--- config.mk ---
export PLATFORM = sky130hd
export DESIGN_NAME = utf8_to_utf16_stream_unit_flat
export DESIGN_NICKNAME = d
export VERILOG_FILES = /design/src/rtl/u8u16_pkg.sv /design/src/rtl/u8u16_if.sv /design/src/rtl/u8u16_front.sv /design/src/rtl/u8u16_queue.sv /design/src/rtl/u8u16_back.sv /design/src/rtl/utf8_to_utf16_stream_unit.sv /design/src/flat_wrapper.sv
export SDC_FILE = /design/constraint.sdc
export NUM_CORES = 1
export LEC_CHECK = 0
export BUFFER_PORTS_ARGS = -buffer_cell sky130_fd_sc_hd__buf_4
export CAP_MARGIN = 20
export CORE_MARGIN = 3
export CORE_UTILIZATION = 62
export DETAILED_ROUTE_END_ITERATION = 6
export PLACE_DENSITY_LB_ADDON = 0.1
export SLEW_MARGIN = 5
export SYNTH_ARGS = -nofsm -noshare
export SYNTH_HDL_FRONTEND = slang
export SYNTH_SLANG_ARGS = --single-unit
--- constraint.sdc ---
create_clock -name clock -period 9.6 [get_ports clock]
set_input_delay 0.96 -clock clock [delete_from_list [all_inputs] [get_ports clock]]
set_output_delay 0.96 -clock clock [all_outputs]
set_load 0.005 [all_outputs]
--- src/rtl/u8u16_pkg.sv ---
package u8u16_pkg;

   localparam int QueueDepth = 4;
   localparam int QueuePtrW = $clog2(QueueDepth);
   localparam int QueueLevelW = $clog2(QueueDepth + 1);
   localparam int MaxUnits = 3;

   localparam logic [15:0] UnitLimitReset = 16'd128;
   localparam logic [15:0] SurrHigh = 16'hD800;
   localparam logic [15:0] SurrLow = 16'hDC00;
   localparam logic [31:0] PlaneOne = 32'h0001_0000;
   localparam logic [31:0] CodeMax = 32'h0010_FFFF;
   localparam logic [10:0] PlaneBias = 11'h040;

   typedef struct packed {
      logic [MaxUnits-1:0][15:0] units;
      logic [1:0]                num;
      logic [15:0]               base_count;
      logic                      closes;
   } entry_type;

endpackage

--- src/rtl/u8u16_if.sv ---
interface u8u16_req_if;
   logic       valid;
   logic       ready;
   logic [7:0] byte_in;
   logic       last_in_string;

   modport source(output valid, output byte_in, output last_in_string, input ready);
   modport sink(input valid, input byte_in, input last_in_string, output ready);
endinterface

interface u8u16_rsp_if;
   logic        valid;
   logic        ready;
   logic [15:0] unit;
   logic        run_last;
   logic        string_end;
   logic [15:0] unit_count;

   modport source(output valid, output unit, output run_last, output string_end,
                  output unit_count, input ready);
   modport sink(input valid, input unit, input run_last, input string_end,
                input unit_count, output ready);
endinterface

--- src/rtl/u8u16_front.sv ---
module u8u16_front import u8u16_pkg::*; (
   input  logic        clock,
   input  logic        reset,
   input  logic        csr_write_enable,
   input  logic [15:0] csr_write_data,
   u8u16_req_if.sink   req,
   input  logic        full,
   output logic        push,
   output entry_type   push_entry,
   output logic [15:0] unit_limit
);

   typedef struct packed {
      logic        two;
      logic [15:0] first;
      logic [15:0] second;
   } split_type;

   function automatic split_type split_value(input logic [31:0] v);
      split_type s;
      s.two = (v >= PlaneOne) && (v <= CodeMax);
      if (s.two) begin
         s.first = SurrHigh | {6'd0, 10'(v[20:10] - PlaneBias)};
         s.second = SurrLow | {6'd0, v[9:0]};
      end else begin
         s.first = v[15:0];
         s.second = 16'd0;
      end
      return s;
   endfunction

   logic [31:0] code_ff, code_in;
   logic [2:0]  pending_ff, pending_in;
   logic [15:0] emitted_ff, emitted_in;
   logic [15:0] limit_ff, limit_in;

   logic [7:0]  b;
   logic        last;
   logic        accept;
   logic [31:0] cv_step;
   logic [2:0]  pc_step;
   logic        have_a, have_b;
   logic [31:0] val_a, val_b;
   split_type   ua, ub;
   logic [1:0]  na, nb;
   logic [2:0]  total;
   logic [1:0]  ntot;
   logic [15:0] room;
   logic [1:0]  keep;
   logic [MaxUnits-1:0][15:0] lst;

   assign b = req.byte_in;
   assign last = req.last_in_string;
   assign req.ready = !full;
   assign accept = req.valid && !full;
   assign unit_limit = limit_ff;

   always_comb begin
      cv_step = code_ff;
      pc_step = 3'd0;
      have_a = 1'b0;
      have_b = 1'b0;
      val_a = code_ff;
      val_b = code_ff;
      if (pending_ff != 3'd0 && b[7:6] == 2'b10) begin
         cv_step = {code_ff[25:0], b[5:0]};
         pc_step = pending_ff - 3'd1;
         have_a = (pc_step == 3'd0) || last;
         val_a = cv_step;
      end else begin
         have_a = pending_ff != 3'd0;
         if (b[7] == 1'b0) begin
            cv_step = {24'd0, b};
            have_b = 1'b1;
         end else if (b[7:5] == 3'b110) begin
            cv_step = {27'd0, b[4:0]};
            pc_step = 3'd1;
            have_b = last;
         end else if (b[7:4] == 4'b1110) begin
            cv_step = {28'd0, b[3:0]};
            pc_step = 3'd2;
            have_b = last;
         end else if (b[7:3] == 5'b11110) begin
            cv_step = {29'd0, b[2:0]};
            pc_step = 3'd3;
            have_b = last;
         end else if (b[7:2] == 6'b111110) begin
            cv_step = {30'd0, b[1:0]};
            pc_step = 3'd4;
            have_b = last;
         end else if (b[7:1] == 7'b1111110) begin
            cv_step = {31'd0, b[0]};
            pc_step = 3'd5;
            have_b = last;
         end else begin
            have_b = 1'b1;
         end
         val_b = cv_step;
      end
   end

   always_comb begin
      ua = split_value(val_a);
      ub = split_value(val_b);
      na = have_a ? (ua.two ? 2'd2 : 2'd1) : 2'd0;
      nb = have_b ? (ub.two ? 2'd2 : 2'd1) : 2'd0;
      total = {1'b0, na} + {1'b0, nb};
      ntot = (total > 3'd3) ? 2'd3 : total[1:0];
      case (na)
         2'd1: lst = {ub.second, ub.first, ua.first};
         2'd2: lst = {ub.first, ua.second, ua.first};
         default: lst = {16'd0, ub.second, ub.first};
      endcase
      room = (emitted_ff < limit_ff) ? (limit_ff - emitted_ff) : 16'd0;
      keep = ({14'd0, ntot} > room) ? room[1:0] : ntot;
   end

   assign push = accept && (keep != 2'd0);
   assign push_entry.units = lst;
   assign push_entry.num = keep;
   assign push_entry.base_count = emitted_ff;
   assign push_entry.closes = last;

   always_comb begin
      code_in = code_ff;
      pending_in = pending_ff;
      emitted_in = emitted_ff;
      limit_in = csr_write_enable ? csr_write_data : limit_ff;
      if (accept) begin
         code_in = last ? 32'd0 : cv_step;
         pending_in = last ? 3'd0 : pc_step;
         emitted_in = last ? 16'd0 : emitted_ff + {14'd0, keep};
      end
   end

   always_ff @(posedge clock) begin
      if (reset) begin
         code_ff <= 32'd0;
         pending_ff <= 3'd0;
         emitted_ff <= 16'd0;
         limit_ff <= UnitLimitReset;
      end else begin
         code_ff <= code_in;
         pending_ff <= pending_in;
         emitted_ff <= emitted_in;
         limit_ff <= limit_in;
      end
   end

endmodule

--- src/rtl/u8u16_queue.sv ---
module u8u16_queue import u8u16_pkg::*; (
   input  logic                   clock,
   input  logic                   reset,
   input  logic                   push,
   input  entry_type              push_entry,
   output logic                   full,
   input  logic                   pop,
   output logic                   head_valid,
   output entry_type              head_entry,
   output logic [QueueLevelW-1:0] level
);

   entry_type mem_ff [QueueDepth];
   logic [QueuePtrW-1:0]   wr_ptr_ff, wr_ptr_in;
   logic [QueuePtrW-1:0]   rd_ptr_ff, rd_ptr_in;
   logic [QueueLevelW-1:0] level_ff, level_in;
   logic                   do_push, do_pop;

   assign full = level_ff == QueueLevelW'(QueueDepth);
   assign head_valid = level_ff != '0;
   assign head_entry = mem_ff[rd_ptr_ff];
   assign level = level_ff;
   assign do_push = push && !full;
   assign do_pop = pop && head_valid;

   always_comb begin
      wr_ptr_in = do_push ? wr_ptr_ff + QueuePtrW'(1) : wr_ptr_ff;
      rd_ptr_in = do_pop ? rd_ptr_ff + QueuePtrW'(1) : rd_ptr_ff;
      level_in = level_ff;
      if (do_push && !do_pop) begin
         level_in = level_ff + QueueLevelW'(1);
      end else if (do_pop && !do_push) begin
         level_in = level_ff - QueueLevelW'(1);
      end
   end

   always_ff @(posedge clock) begin
      if (do_push) begin
         mem_ff[wr_ptr_ff] <= push_entry;
      end
   end

   always_ff @(posedge clock) begin
      if (reset) begin
         wr_ptr_ff <= '0;
         rd_ptr_ff <= '0;
         level_ff <= '0;
      end else begin
         wr_ptr_ff <= wr_ptr_in;
         rd_ptr_ff <= rd_ptr_in;
         level_ff <= level_in;
      end
   end

endmodule

--- src/rtl/u8u16_back.sv ---
module u8u16_back import u8u16_pkg::*; (
   input  logic       clock,
   input  logic       reset,
   input  logic       head_valid,
   input  entry_type  head_entry,
   output logic       pop,
   u8u16_rsp_if.source rsp
);

   logic [1:0] idx_ff, idx_in;
   logic       at_end;
   logic       transfer;

   assign at_end = idx_ff == (head_entry.num - 2'd1);
   assign transfer = head_valid && rsp.ready;
   assign pop = transfer && at_end;

   assign rsp.valid = head_valid;
   assign rsp.unit = head_entry.units[idx_ff];
   assign rsp.run_last = at_end;
   assign rsp.string_end = at_end && head_entry.closes;
   assign rsp.unit_count = head_entry.base_count + {14'd0, idx_ff} + 16'd1;

   always_comb begin
      idx_in = idx_ff;
      if (transfer) begin
         idx_in = at_end ? 2'd0 : idx_ff + 2'd1;
      end
   end

   always_ff @(posedge clock) begin
      if (reset) begin
         idx_ff <= 2'd0;
      end else begin
         idx_ff <= idx_in;
      end
   end

endmodule

--- src/rtl/utf8_to_utf16_stream_unit.sv ---
// UTF-8 to UTF-16 stream converter.
// The req_chan channel takes one UTF-8 byte per transfer together with a flag
// that marks the final byte of a string. The rsp_chan channel delivers UTF-16
// code units, each with run_last on the final unit caused by its byte,
// string_end on the final unit of a string, and the running unit count.
// The csr port writes the per-string unit limit; units past it are dropped.
// A byte is decoded in the cycle it is taken, and its units go into one queue
// entry whose head drives rsp_chan. The decoder takes one byte per cycle while
// the four-entry queue between decoder and output has room; the output side
// sends one unit per cycle while the receiver is ready, so a byte that yields
// two or three units holds the output while the queue absorbs later bytes.
// When the receiver stalls, the queue fills and req_chan.ready drops until
// an entry drains. Reset empties the queue, clears the decoder state and
// sets the unit limit to 128; no clearing pass is needed.
module utf8_to_utf16_stream_unit import u8u16_pkg::*; (
   input  logic        clock,
   input  logic        reset,
   input  logic        csr_write_enable,
   input  logic [15:0] csr_write_data,
   u8u16_req_if.sink   req_chan,
   u8u16_rsp_if.source rsp_chan
);

   logic                   push;
   entry_type              push_entry;
   logic                   full;
   logic                   pop;
   logic                   head_valid;
   entry_type              head_entry;
   logic [QueueLevelW-1:0] level;
   logic [15:0]            unit_limit;

   u8u16_front front (
      .clock            (clock),
      .reset            (reset),
      .csr_write_enable (csr_write_enable),
      .csr_write_data   (csr_write_data),
      .req              (req_chan),
      .full             (full),
      .push             (push),
      .push_entry       (push_entry),
      .unit_limit       (unit_limit)
   );

   u8u16_queue queue (
      .clock      (clock),
      .reset      (reset),
      .push       (push),
      .push_entry (push_entry),
      .full       (full),
      .pop        (pop),
      .head_valid (head_valid),
      .head_entry (head_entry),
      .level      (level)
   );

   u8u16_back back (
      .clock      (clock),
      .reset      (reset),
      .head_valid (head_valid),
      .head_entry (head_entry),
      .pop        (pop),
      .rsp        (rsp_chan)
   );

`ifndef SYNTHESIS
   assert property (@(posedge clock) disable iff (reset)
      level <= QueueLevelW'(QueueDepth))
      else $error("queue level beyond its depth");

   assert property (@(posedge clock) disable iff (reset)
      rsp_chan.valid && rsp_chan.ready && !rsp_chan.run_last |=> rsp_chan.valid)
      else $error("unit burst broken before its last unit");

   assert property (@(posedge clock) disable iff (reset)
      rsp_chan.valid |-> rsp_chan.unit_count != 16'd0
         && rsp_chan.unit_count <= unit_limit)
      else $error("unit count outside the limit");

   assert property (@(posedge clock) disable iff (reset)
      push |-> !full)
      else $error("entry pushed into a full queue");
`endif

endmodule

--- src/flat_wrapper.sv ---
// flat-port wrapper written by rule: the top's interface ports become plain ports
module utf8_to_utf16_stream_unit_flat import u8u16_pkg::*;
  (clock, reset, csr_write_enable, csr_write_data, req_chan_valid, req_chan_byte_in, req_chan_last_in_string, req_chan_ready, rsp_chan_valid, rsp_chan_unit, rsp_chan_run_last, rsp_chan_string_end, rsp_chan_unit_count, rsp_chan_ready);
  u8u16_req_if req_chan_i ();
  u8u16_rsp_if rsp_chan_i ();
  input  logic clock;
  input  logic reset;
  input  logic csr_write_enable;
  input  logic [15:0] csr_write_data;
  input wire logic [$bits(req_chan_i.valid)-1:0] req_chan_valid;
  input wire logic [$bits(req_chan_i.byte_in)-1:0] req_chan_byte_in;
  input wire logic [$bits(req_chan_i.last_in_string)-1:0] req_chan_last_in_string;
  output wire logic [$bits(req_chan_i.ready)-1:0] req_chan_ready;
  output wire logic [$bits(rsp_chan_i.valid)-1:0] rsp_chan_valid;
  output wire logic [$bits(rsp_chan_i.unit)-1:0] rsp_chan_unit;
  output wire logic [$bits(rsp_chan_i.run_last)-1:0] rsp_chan_run_last;
  output wire logic [$bits(rsp_chan_i.string_end)-1:0] rsp_chan_string_end;
  output wire logic [$bits(rsp_chan_i.unit_count)-1:0] rsp_chan_unit_count;
  input wire logic [$bits(rsp_chan_i.ready)-1:0] rsp_chan_ready;
  assign req_chan_i.valid = req_chan_valid;
  assign req_chan_i.byte_in = req_chan_byte_in;
  assign req_chan_i.last_in_string = req_chan_last_in_string;
  assign req_chan_ready = req_chan_i.ready;
  assign rsp_chan_valid = rsp_chan_i.valid;
  assign rsp_chan_unit = rsp_chan_i.unit;
  assign rsp_chan_run_last = rsp_chan_i.run_last;
  assign rsp_chan_string_end = rsp_chan_i.string_end;
  assign rsp_chan_unit_count = rsp_chan_i.unit_count;
  assign rsp_chan_i.ready = rsp_chan_ready;
  utf8_to_utf16_stream_unit u_core (.clock(clock), .reset(reset), .csr_write_enable(csr_write_enable), .csr_write_data(csr_write_data), .req_chan(req_chan_i), .rsp_chan(rsp_chan_i));
endmodule
==> impl_summary.md <==
Power and ir drop
In this run the static leakage power is 6.61 nW. The power consumption is 0.00404 W. In this run the power density over the cells is 219 mW/mm^2.

The worst voltage drop across the vdd grid is 0.178 mV.

Drt
The average wire per standard cell is 22.7 microns. The number of DRC violations after detailed routing is 0. The remaining antenna violation count after routing is 0.

The routed layout has 11100 vias. The detailed router finished its first iteration with 1258 violations. The length of the first detailed-routing pass in iterations is 5.

For this block, the routed nets add up to 39300 microns of wire. The average via count per standard cell is 6.43.

Yosys
The netlist area before placement is 0.0166 sq mm. The share of synthesized registers carrying an async set or reset is 0. The leading area contributor after synthesis is sky130_fd_sc_hd__edfxtp_1. Yosys printed 0 warnings. Sorting the synthesized cells by area gives the leading types as sky130_fd_sc_hd__edfxtp_1, sky130_fd_sc_hd__dfxtp_1, sky130_fd_sc_hd__mux4_2.

Counting every net in the synthesized netlist gives 1396. The post-synthesis cell count is 1325. Of the post-synthesis cell area, the dominant cell type holds 0.486. Ranked by instance count, the synthesized netlist is headed by sky130_fd_sc_hd__edfxtp_1, sky130_fd_sc_hd__nor2_1, sky130_fd_sc_hd__nand2_1. The post-synthesis sequential element count is 346. The most common cell in the synthesized netlist is sky130_fd_sc_hd__edfxtp_1. The post-synthesis cell type count is 77. The most used flip-flop cell after synthesis is sky130_fd_sc_hd__edfxtp_1. Counting flops with a built-in enable in the synthesized netlist gives 268. The share of the Yosys chip area taken by registers is 0.580.

A synthesized cell averages 12.5 sq um.

Critical path
The slowest stage of the critical path belongs to the cell sky130_fd_sc_hd__nor4_1. The arrival time of data at the critical path endpoint is 8000 ps. The category of the most critical setup path is in -> reg. For the worst setup path, the data required time is 9980 ps. The worst setup path is launched from an input pin. In this design, the critical path's most frequently occurring cell is sky130_fd_sc_hd__ha_1. The peak fanout along the critical path is 26. The endpoint class of the critical path is a register.

The peak per-stage delay on the critical path is 590 ps.

Global routing
The pin count of the biggest net entering global routing is 68. The wire length of the first global-routing pass is 61600 microns. The via count of the first global-routing pass is 10700. For this run, the total global-route usage over all layers was measured as 0.276. Global routing finished with a remaining overflow of 0. The number of antenna violations at the first check in global routing is 0.

Layout
Of the cells placed in the final design, the portion with a size suffix greater than 1 is 0.165. The layout overhead on the synthesized area is 11.3%. The number of nets in the layout is 1440. 0 antenna diodes ended up in the layout.

Clock network
TritonCTS built the clock tree. Buffers inserted to repair hold after CTS numbered 0. The source-to-sink clock delay at the later pin of the worst-skew pair is 520 ps. After clock tree synthesis, the clock-pin slew on the worst setup and hold paths is 60 ps. The maximum clock path buffer count is 3.

The number of resized instances in the post-cts repair step is 0. The count of buffers added by post-CTS timing repair for setup is 0. The number of H-tree levels is 2. The number of buffers added by the clock tree synthesis step is 36.

The root buffer cell is sky130_fd_sc_hd__clkbuf_16. The clock drives 346 sinks.

Hold path
The tightest min-delay check is of the reg -> reg type.

Status
The run finished with clean final reports.

STA
For the pin with the worst max-slew slack, the measured transition is 1110 ps. The maximum clock frequency is 131 MHz. The number of pins exceeding their max-slew limit in the final report was 0.

Setup repair after global routing left no endpoint under its margin. For the final database, setup skew stands at 24.3 ps. The smallest clock period supported by the final layout is computed as 7620 ps.

The number of failing setup endpoints in the final timing report is 0. The final number of hold-violating endpoints is 0. The setup total negative slack is 0 ps.

The final worst-path cycle share is 0.793. The headroom to the max-slew limit is 0.263.

Place
The number of I/O port buffers is 65. Routability-driven placement finished with a final weighted congestion of 0.959. The total half-perimeter wirelength after legalization and detailed placement is 25800 microns.

Floorplan
For this design the top-level I/O count stands at 66. The initialized floorplan defines 59 standard-cell rows. The area enclosed by the die boundary is 0.0287 sq mm. Measured along the y axis, the die boundary spans 169 microns. The core area is 0.0261 sq mm. In this run the horizontal extent of the chip is 169 microns.

For this configuration, the core starts out at a cell density of 0.634.

Flow run
The tool flagged a number of max-cap violations equal to 0.
[metrics by stage]
step / cell area (sq um) / hold slack [ps] / instances / setup WS [ps] / util
5_1_grt: 18400 / 537 / 1728 / 1450 / 0.706
6_report: 18400 / 496 / 1728 / 1980 / 0.706
4_1_cts: 18400 / 503 / 1727 / 1960 / 0.705
3_5_place_dp: 17300 / 496 / 1665 / 1460 / 0.663
3_3_place_gp: 17300 / 479 / 1665 / 1770 / 0.663
2_1_floorplan: 16600 / 460 / 1325 / 2240 / -
[report_power, final]
part	switching, W	leakage, nW	total (W)	internal, W
logic	0.000480	2.96	0.000896	0.000416
clock network	0.000553	0.530	0.00129	0.000738
registers	0.0000660	3.12	0.00186	0.00179
[cell type report]
class	instances	area (sq um)
Fill cell	1840	7690
Timing Repair Buffer	87	673
Clock inverter	13	82.6
Inverter	67	251
Clock buffer	49	1010
Sequential cell	346	9610
Tap cell	335	419
Multi-Input combinational cell	831	6390
[cell families after synthesis]
family / count (synthesis) / share of synthesized area
AND/OR/NAND/NOR: 384 / 0.108
adder cells (fa/ha/maj): 41 / 0.0332
flip-flops: 346 / 0.580
AO/OA/AOI/OAI: 248 / 0.100
XOR/XNOR: 40 / 0.0212
buffers and inverters: 148 / 0.0352
multiplexers: 118 / 0.122
[sequential cells by signal, summed over array words and instances, names as in the netlist, 3 cells and up, named ones only]
register                 count
u_core.front.code_ff        32
u_core.front.emitted_ff     16
u_core.front.pending_ff      3
u_core.front.unit_limit     16
u_core.queue.level           3
u_core.queue.mem_ff        268
[routing by layer]
metal	global-route usage	share of wire
met1	0.427	0.45
met2	0.417	0.46
met5	0	0
met3	0.0473	0.076
met4	0.0658	0.020
[final timing paths]
path,startpoint,end,slack (ps),depth (start not counted)
setup reg to reg,u_core.front.pending_ff[0],u_core.front.emitted_ff[6],2210,30
setup / recovery,req_chan_byte_in[7],u_core.front.emitted_ff[6],1980,29
hold / removal,u_core.queue.level[2],u_core.queue.level[2],500,2
hold reg to reg,u_core.queue.level[2],u_core.queue.level[2],500,2
[worst max-delay path: cells and delay by family]
family / cells / cell delay, ps
muxes: 2 / 390
adders and majority gates: 6 / 1730
buffers and inverters: 6 / 880
xor gates and xnor gates: 1 / 170
AOI/OAI and AO/OA: 3 / 1080
and+or+nand+nor: 11 / 2780
[placed cells by master (no fill, tap or decap), drive strengths merged, types with 49 or more instances in the layout]
cell type,netlist,final
edfxtp,268,268
nor2,143,143
nand2,96,96
buf,21,87
dfxtp,78,78
inv,67,68
mux4,67,67
a21oi,55,55
mux2i,49,49
clkbuf,60,49
No activity file was read; power rests on OpenSTA's default activity.
